## config.mk

```make
export PLATFORM = sky130hd
export DESIGN_NAME = bph_line
export DESIGN_NICKNAME = d
export VERILOG_FILES = /design/src/rtl/bph_pkg.sv /design/src/rtl/bph_line.sv
export SDC_FILE = /design/constraint.sdc
export NUM_CORES = 2
export LEC_CHECK = 0
export BUFFER_PORTS_ARGS = -buffer_cell sky130_fd_sc_hd__buf_2
export CAP_MARGIN = 20
export CORE_MARGIN = 3
export CORE_UTILIZATION = 28
export CTS_BUF_LIST = sky130_fd_sc_hd__clkbuf_8
export DETAILED_ROUTE_END_ITERATION = 16
export GPL_ROUTABILITY_DRIVEN = 0
export GPL_TIMING_DRIVEN = 0
export PLACE_DENSITY_LB_ADDON = 0.3
export SYNTH_ARGS = -nofsm -noshare
export SYNTH_HDL_FRONTEND = slang
export SYNTH_SLANG_ARGS = --single-unit
```

## constraint.sdc

```tcl
create_clock -name i_clk -period 22.5 [get_ports i_clk]
set_input_delay 1.125 -clock i_clk [delete_from_list [all_inputs] [get_ports i_clk]]
set_output_delay 1.125 -clock i_clk [all_outputs]
set_load 0.01 [all_outputs]
```

## src/rtl/bph_pkg.sv

```systemverilog
package bph_pkg;

    // Fixed field widths
    localparam int PIXEL_W    = 8;
    localparam int BIN_W      = 9;
    localparam int RESULT_W   = 32;
    localparam int PATCH_W    = 2;
    localparam int IMG_W      = 11;
    localparam int SIDE_W     = 3;
    localparam int CFG_IDX_W  = 2;
    localparam int CFG_DATA_W = 11;

    // Pixel codes
    localparam logic [PIXEL_W-1:0] PIXEL_FG = 8'd255;
    localparam logic [PIXEL_W-1:0] PIXEL_BG = 8'd0;

    // Item modes
    localparam logic MODE_PIXEL = 1'b0;
    localparam logic MODE_READ  = 1'b1;

    // Configuration register indexes
    localparam logic [CFG_IDX_W-1:0] CFG_PATCH_WIDTH  = 2'd0;
    localparam logic [CFG_IDX_W-1:0] CFG_PATCH_HEIGHT = 2'd1;
    localparam logic [CFG_IDX_W-1:0] CFG_IMAGE_WIDTH  = 2'd2;

    // Reset values of the configuration registers
    localparam logic [PATCH_W-1:0] PATCH_RESET = 2'd3;
    localparam logic [IMG_W-1:0]   IMAGE_RESET = 11'd1024;

    typedef struct packed {
        logic               mode;
        logic [PIXEL_W-1:0] pixel;
        logic               first_of_image;
        logic [BIN_W-1:0]   bin_index;
    } t_pix_item;

    typedef struct packed {
        logic                window_done;
        logic [BIN_W-1:0]    pattern;
        logic [RESULT_W-1:0] bin_count;
        logic                bad_pixel;
    } t_res_item;

    // Request from the window stage to the histogram stage
    typedef struct packed {
        logic             valid;
        logic             rd;
        logic             inc;
        logic             bad;
        logic [BIN_W-1:0] addr;
    } t_hist_req;

    typedef struct packed {
        logic clearing;
    } t_hist_status;

endpackage

```

## src/rtl/bph_line.sv

```systemverilog
module bph_line #(
    parameter int MAX_PATCH_SIDE = 3,
    parameter int MAX_COLUMNS    = 1024,
    parameter int XW             = 11
) (
    input  logic                      i_clk,
    input  logic                      i_rst_n,
    input  logic                      i_en,
    input  logic                      i_take,
    input  bph_pkg::t_pix_item        i_item,
    input  logic [bph_pkg::SIDE_W-1:0] i_pw,
    input  logic [bph_pkg::SIDE_W-1:0] i_ph,
    input  logic [XW-1:0]             i_wid,
    output bph_pkg::t_hist_req        o_req
);
    import bph_pkg::*;

    localparam int S   = MAX_PATCH_SIDE;
    localparam int CW  = $clog2(MAX_COLUMNS);
    localparam int LW  = (S > 1) ? S - 1 : 1;
    localparam int RW  = (S > 1) ? $clog2(S) : 1;
    localparam int NW  = S * S;
    localparam int NWB = (NW > 1) ? $clog2(NW) : 1;
    localparam logic [LW-1:0] LINE_MASK = LW'((1 << (S - 1)) - 1);
    localparam logic [RW-1:0] ROWS_MAX  = RW'(S - 1);

    // Position and window state
    logic [CW-1:0] r_pos, n_pos;
    logic [RW-1:0] r_rows, n_rows;
    logic [NW-1:0] r_win, n_win;

    // First stage: item plus line store read
    logic          r1_valid;
    logic          r1_mode;
    logic          r1_bit;
    logic          r1_bad;
    logic          r1_done;
    logic [CW-1:0] r1_col;
    logic [BIN_W-1:0] r1_bin;
    logic [LW-1:0] r_line_rd;

    // Last line store write, for forwarding
    logic          r_lw_valid;
    logic [CW-1:0] r_lw_col;
    logic [LW-1:0] r_lw_data;

    logic [LW-1:0] line_mem [MAX_COLUMNS];

    t_hist_req     r_req;

    logic          pix_item;
    logic [CW-1:0] col;
    logic [RW-1:0] rows;
    logic [XW-1:0] col_x;
    logic          done;
    logic          row_end;
    logic          pix_bit;
    logic          bad;

    logic [LW-1:0] old_line;
    logic [LW-1:0] new_line;
    logic [S-1:0]  column;
    logic [BIN_W-1:0] n_code;

    // Position of the incoming pixel
    always_comb begin
        pix_item = (i_item.mode == MODE_PIXEL);
        col      = i_item.first_of_image ? '0 : r_pos;
        rows     = i_item.first_of_image ? '0 : r_rows;
        col_x    = XW'(col) + XW'(1);
        done     = (col_x >= XW'(i_pw)) && ((4'(rows) + 4'd1) >= 4'(i_ph));
        row_end  = (col_x >= i_wid);
        pix_bit  = (i_item.pixel == PIXEL_FG);
        bad      = (i_item.pixel != PIXEL_FG) && (i_item.pixel != PIXEL_BG);
        n_pos    = row_end ? '0 : CW'(col_x);
        n_rows   = (row_end && (rows < ROWS_MAX)) ? rows + RW'(1) : rows;
    end

    always_ff @(posedge i_clk) begin
        if (!i_rst_n) begin
            r_pos    <= '0;
            r_rows   <= '0;
            r1_valid <= 1'b0;
        end else if (i_en) begin
            r1_valid <= i_take;
            if (i_take && pix_item) begin
                r_pos  <= n_pos;
                r_rows <= n_rows;
            end
        end
    end

    always_ff @(posedge i_clk) begin
        if (i_en) begin
            r1_mode <= i_item.mode;
            r1_bit  <= pix_bit;
            r1_bad  <= pix_item && bad;
            r1_done <= done;
            r1_col  <= col;
            r1_bin  <= i_item.bin_index;
        end
    end

    // Second stage: column vector, window shift and pattern code
    always_comb begin
        old_line = (r_lw_valid && (r_lw_col == r1_col)) ? r_lw_data : r_line_rd;
        new_line = LW'({old_line, r1_bit}) & LINE_MASK;
        column   = '0;
        column[S-1] = r1_bit;
        for (int k = 1; k < S; k++) begin
            column[S-1-k] = old_line[k-1];
        end
        for (int r = 0; r < S; r++) begin
            for (int c = 0; c < S - 1; c++) begin
                n_win[r*S+c] = r_win[r*S+c+1];
            end
            n_win[r*S+S-1] = column[r];
        end
    end

    // Select the active window corner, row-major with top-left at bit 0
    always_comb begin
        int idx;
        int wi;
        n_code = '0;
        for (int r = 0; r < S; r++) begin
            for (int c = 0; c < S; c++) begin
                idx = r * int'(i_pw) + c;
                wi  = (S - int'(i_ph) + r) * S + (S - int'(i_pw) + c);
                if ((r < int'(i_ph)) && (c < int'(i_pw))) begin
                    n_code[idx[3:0]] = n_win[wi[NWB-1:0]];
                end
            end
        end
    end

    always_ff @(posedge i_clk) begin
        if (!i_rst_n) begin
            r_win      <= '0;
            r_lw_valid <= 1'b0;
            r_req      <= '0;
        end else if (i_en) begin
            r_lw_valid   <= r1_valid && (r1_mode == MODE_PIXEL);
            r_req.valid  <= r1_valid;
            r_req.rd     <= (r1_mode == MODE_READ);
            r_req.inc    <= (r1_mode == MODE_PIXEL) && r1_done;
            r_req.bad    <= r1_bad;
            if (r1_mode == MODE_READ) begin
                r_req.addr <= r1_bin;
            end else begin
                r_req.addr <= r1_done ? n_code : '0;
            end
            if (r1_valid && (r1_mode == MODE_PIXEL)) begin
                r_win <= n_win;
            end
        end
    end

    always_ff @(posedge i_clk) begin
        if (i_en) begin
            r_lw_col  <= r1_col;
            r_lw_data <= new_line;
        end
    end

    // Line store: bit k-1 of an entry is the pixel k rows above
    always_ff @(posedge i_clk) begin
        if (i_en) begin
            r_line_rd <= line_mem[col];
            if (r1_valid && (r1_mode == MODE_PIXEL)) begin
                line_mem[r1_col] <= new_line;
            end
        end
    end

    assign o_req = r_req;

endmodule

```

-- After elaboration in Yosys (flattened, before gate mapping)
Memory sizes are Yosys's and may differ from the RTL's. A register that Yosys moved wholly into a read port is not among the register bits.
Index checks and enable logic that the tools add are counted.
W data, S select, Z words.
- ROM bits: 0
- memories: 1
- bits in latches: 0
- register bits after elaboration: 71
- bits of input ports: 40
- logic and storage cells: 161
- memory bits (writable): 2048
- shifts and indexed selects: 0
- reduce and logical (&&, ||, !) cells: 26
- magnitude comparators: 31
- divide/modulo/power cells: 0
- multipliers: 3
- eq/ne operators: 3
- add/subtract/negate cells: 22
- bitwise gates (word level): 2
- muxes and demuxes: 55
- memory list (name ; words ; bits a word ; read ports ; clocked after Yosys merged registers in ; write ports ; RTL line ; RTL):
    line_mem ; 1024 ; 2 ; 1 ; 1 ; 1 ; bph_line.sv:47 ; logic [LW-1:0] line_mem [MAX_COLUMNS];
- operator list (kind ; number):
    $mux W9 ; 8
    $lt A4 B5 Y1 const B ; 14
    $bwmux W9 ; 6
    $add A4 B4 Y4 ; 9
    $bmux W1 S4 ; 9
    $logic_and A1 B1 Y1 ; 23
    $ge A4 B1 Y1 const B ; 5
    $mux W10 ; 2
    $mux W1 ; 19
    $demux W1 S4 ; 4
    $lt A1 B3 Y1 const A ; 4
    $add A10 B1 Y11 const B ; 1
    $ge A11 B11 Y1 ; 1
    $ge A11 B3 Y1 ; 1
    $eq A10 B10 Y1 ; 1
    $mul A5 B3 Y4 const B ; 2
    $add A4 B2 Y4 const B ; 2
    $eq A8 B8 Y1 const B ; 1
    $mux W2 ; 4
    $ne A8 B8 Y1 const B ; 1
    $reduce_bool A8 Y1 ; 1
    $sub A2 B3 Y4 const A ; 2
    $demux W1 S3 ; 2
    $lt A2 B3 Y1 const A ; 2
    16 further kinds ; 18

-- Logic depth before layout (Yosys ltp)
- depth after elaboration: 22
- mapped depth: 19

-- Least setup slack after synthesis
No wires, ideal clock.
- path kind: flip-flop to flip-flop
- start: register r1_bit
- end: register r_req, in the netlist o_req[0]
- stages on the path, launching flop included: 9
- path slack: 7523 ps
- arrival time: 14897 ps
- required time: 22419 ps
- cells stage by stage: edfxtp_1 nand2b_1 nor3b_1 mux2i_1 a2bb2oi_2 nand4_1 o21ai_0 a31o_2 a41oi_1
- longest elaborated chain between the ends: 19
- RTL lines (what ; RTL line ; RTL):
    start: declaration ; bph_line.sv:35 ; logic r1_bit;
    start signal: assignment ; bph_line.sv:96 ; r1_bit <= pix_bit;
    $bmux W1 S4 ; bph_line.sv:131 ; n_code[idx[3:0]] = n_win[wi[NWB-1:0]];
    $mux W1 (implied by the code) ; bph_line.sv:131 ;
    $mux W1 ; bph_line.sv:130 ; if ((r < int'(i_ph)) && (c < int'(i_pw))) begin
    $mux W2 ; bph_line.sv:130 ;
    $mux W3 ; bph_line.sv:130 ;
    $bwmux W9 ; bph_line.sv:131 ;
    $mux W9 ; bph_line.sv:130 ;
    $bwmux W9 ; bph_line.sv:131 ;
    (+3 left out) ; n/a ;
    $bwmux W9 ; bph_line.sv:131 ;
    $mux W9 ; bph_line.sv:130 ;
    $bwmux W9 ; bph_line.sv:131 ;
    $mux W9 ; bph_line.sv:130 ;
    $bwmux W9 ; bph_line.sv:131 ;
    $mux W9 * ; bph_line.sv:130 ;
    $mux W9 * ; bph_line.sv:151 ; r_req.addr <= r1_done ? n_code : '0;
    $mux W9 * ; bph_line.sv:148 ; if (r1_mode == MODE_READ) begin
    end: declaration ; bph_line.sv:49 ; t_hist_req r_req;
Mark *: on every way between the ends. The rest lies on a longest branch, timed or not. The select of a mux whose other input is x is not followed.
A chain may end at the register's enable or synchronous reset.

-- Final worst setup path
- start: register r_pos[0]
- end: register r_pos[1]
- longest elaborated chain between the ends: 4
- RTL lines (what ; RTL line ; RTL):
    start: declaration ; bph_line.sv:28 ; logic [CW-1:0] r_pos, n_pos;
    start signal: assignment ; bph_line.sv:87 ; r_pos <= n_pos;
    $mux W10 * ; bph_line.sv:68 ; col = i_item.first_of_image ? '0 : r_pos;
    via col[0] ; bph_line.sv:52 ; logic [CW-1:0] col;
    $add A10 B1 Y11 * ; bph_line.sv:70 ; col_x = XW'(col) + XW'(1);
    $ge A11 B11 Y1 ; bph_line.sv:72 ; row_end = (col_x >= i_wid);
    $mux W10 * ; bph_line.sv:75 ; n_pos = row_end ? '0 : CW'(col_x);
Mark *: on every way through the listed nets, which the timed path passes. The rest lies on a longest branch.

==> PnR_summary.wiki <==
{| class="wikitable"
! Metric !! Value
|-
| Final period demand of the worst path || 7.51 ns
|-
| Clock tree root buffer cell || clkbuf_8
|-
| Resize count post-CTS || 0
|-
| Ranking of synthesized cells by area || edfxtp_1 (69%), mux2i_1 (5.1%), nor2_1 (4.6%)
|-
| Mean instance size in the synthesized netlist || 13.2 sq um
|-
| Maximum clock frequency || 133 MHz
|-
| Number of placement rows || 208
|-
| Number of nets still failing antenna checks after routing || 0
|-
| Critical path cell sequence || nand2b_1 -> inv_2 -> buf_2 -> buf_2 -> clkbuf_2 -> buf_2 -> ha_1 -> and3_1 -> nand3_1 -> nor2_1 -> ha_1 -> and4_1 -> a41oi_1 -> a21oi_1 -> a211oi_1 -> clkbuf_1 -> nand3_1 -> a21oi_1
|-
| Tightest Hold Check Type || primary input to register
|-
| Delay contributed by the slowest stage of the critical path || approximately 0.8 ns
|-
| RSZ-0062 raised after global routing || no
|-
| Post-CTS repair timing setup buffer count || 0
|-
| Top library cells by usage in the layout, fill and taps aside || edfxtp_1 (2085), nor2_1 (1115), nand2_1 (757), mux2i_1 (463), clkbuf_8 (365)
|-
| Most common library cell in the layout ignoring fill and taps || edfxtp_1
|-
| Post-synth top flop || edfxtp_1
|-
| IO Port Bufs || 51
|-
| Number of flip-flops and latches in the synthesized netlist || 2118
|-
| Core Footprint || around 320000 sq um
|-
| Cell seen most often among critical-path stages || buf_2
|-
| Critical path startpoint category || register
|-
| Clock Tree Buf Depth || 4
|-
| Area growth from synthesis to final layout || 17.5%
|-
| Pwr dens || 75.5 nW/um^2
|-
| Count of synthesis-stage warnings from yosys || 0
|-
| Area leader, netlist || edfxtp_1
|-
| Final-stage net count || 7594
|-
| Overflow left after global routing || 0
|-
| Yosys cell types || 85
|-
| Sequential area share after synthesis || 69.8%
|-
| Number of global-route vias before repair || around 67000
|-
| Status || finished clean
|-
| Area of the die || ~330000 sq um
|-
| DRC || 0
|-
| Arrival time of the worst setup path || 8.29 ns
|-
| Overall global routing resource usage || 27.6%
|-
| Clock Skews || 0.105 ns
|-
| Capturing element type of the critical path || register
|-
| Final Routed Wirelength || between 400 and 500 mm
|-
| Number of slew-limit violations in the final report || 0
|-
| Worst-path clk slew || around 0.060 ns
|-
| Area share of the largest cell type after synthesis || 69.0%
|-
| Transition at the pin with the smallest max-transition slack || 1.38 ns
|-
| Number of buffers inserted by hold repair at cts || 0
|-
| Worst path slowest cell || clkbuf_2
|-
| Number of flops mapped to enable cells by yosys || 2085
|-
| Post-Synthesis Net Count || between 7000 and 8000
|-
| Slew margin rel. || 7.57%
|-
| Final std cells w/o fill || approximately 12000
|-
| Largest voltage drop on the vdd net || 0.0000505 V
|-
| Ratio of final minimum period to clock period || 33.4%
|-
| Via Count || 72745
|-
| Critical path type || register to register
|-
| Max Fanout on Critical Path || 13
|-
| Leakage || 0.0334 uW
|-
| Post-DP HPWL || about 330 mm
|-
| Number of top-level pins || 53
|-
| Max_cap viols || 0
|-
| WL/cell || 39.3 microns
|-
| First-pass GRT wire length || slightly above 600 mm
|-
| 1st-iter DRT viols || 14358
|-
| Clock net sink count || 2118
|-
| Clock buffers created by TritonCTS || 360
|-
| Inst Count DP || 11419
|-
| Total Negative Setup Slacks || 0 ns
|-
| CTS tree || built
|-
| Setup-failing EPs final || 0
|-
| H-tree level count || 5
|-
| Cell count after synthesis || 6894
|-
| Largest net degree at the start of global routing || 172
|-
| Proportion of synthesized flip-flops having asynchronous set or reset || 0%
|-
| Horizontal die dimension || 575 microns
|-
| Antenna violations before repair || 75
|-
| Clock latency reported for the late side of the worst-skew pair || 1.05 ns
|-
| Total standard cell area after synthesis || 90700 sq um
|-
| Starting Density || 28.2%
|-
| Height of the chip || 575 microns
|-
| Fraction of final layout cells sized beyond drive strength 1 || about 14%
|-
| Vias per std cell || 6.00
|-
| Hold violation count in the final report || 0
|-
| 1st-pass router iterations || 9
|-
| Req. time, crit path || 23.29 ns
|}
==> final timing paths <==
kind,start,endpoint,slack [ns],cells after the start
worst max register to register,r_pos[0],r_pos[1],14.99,18
worst min-delay path,i_item[2],r1_bin[2],0.31,1
worst min register to register,r1_col[9],r_lw_col[9],0.45,0
worst max-delay path,r_pos[0],r_pos[1],14.99,18
==> sequential cells by signal (all words and copies together) (netlist names), 2 cells and up <==
signal and count:
r_line_rd 2, r_rows 2, r1_bin 9, r_lw_col 10
r_win 6, r_pos 10, line_mem 2048, r_lw_data 2
r1_col 10, o_req 13
==> where the power goes <==
| group | switching, uW | internal (uW) | total (uW) |
|---|---|---|---|
| Clock | 1670 | 1530 | 3200 |
| Sequential | 5.30 | 4330 | 4340 |
| Combinational | 370 | 138 | 508 |
| Total | 2040 | 6000 | 8040 |
==> per-layer routing <==
| layer | wire, microns | track usage (%) | vias to the layer above |
|---|---|---|---|
| met3 | 81700 | 13.6 | 1874 |
| met2 | 189000 | 37.7 | 7473 |
| met4 | 42900 | 20.2 | 46 |
| met5 | 751 | 0.445 | - |
| met1 | 163000 | 33.2 | 36148 |
| li1 | - | - | 27204 |
==> layout make-up <==
| cell class | instances | area (sq um) |
|---|---|---|
| inverter | 45 | 176 |
| sequential | 2118 | 63300 |
| buffer | 567 | 2580 |
| fill | 32006 | 215000 |
| multi-input combinational | 4164 | 24900 |
| timing repair buffer | 229 | 3900 |
| clock inverter | 271 | 1220 |
| clock buffer | 365 | 5020 |
| tap | 4305 | 5390 |
| antenna | 59 | 148 |
==> per-stage QoR <==
stage	total power (uW)	util (%)	cell area (sq um)	hold slack [ns]	setup WS, ns
final	8040	33.1	107000	0.306	14.99
after global routing	8190	33.1	106000	0.295	15.08
after global placement	4960	30.0	96300	0.426	-7.80
after floorplan	4700	-	90700	0.421	7.52
after detailed placement	4890	31.1	100000	0.429	14.53
after CTS	7980	33.1	106000	0.266	15.50
==> worst max-delay path, delay by kind of cell (launching register included) <==
| family | cells | cell delay (ns) |
|---|---|---|
| fa+ha+maj | 2 | 0.75 |
| compound gates | 4 | 1.39 |
| buf+inv | 6 | 3.20 |
| flops | 1 | 0.55 |
| simple gates | 6 | 1.35 |
==> cell families after synthesis <==
logic type,after synthesis,synth area share (%)
AOI/OAI and AO/OA,1092,8.29
xor gates and xnor gates,53,0.561
adders and majority gates,69,1.03
buffers and inverters,612,2.89
DFF,2118,69.8
muxes,532,6.26
and+or+nand+nor,2418,11.2
==> Yosys cell counts, types with 100 or more instances <==
cell type / instances
a211oi_1: 108
a21oi_1: 214
a221oi_1: 108
a31oi_1: 132
buf_2: 191
clkbuf_1: 269
edfxtp_1: 2085
mux2i_1: 463
nand2_1: 757
nand3_1: 263
nor2_1: 1118
nor2b_1: 100
o21ai_0: 132
Power figures use the tool's default switching activity.
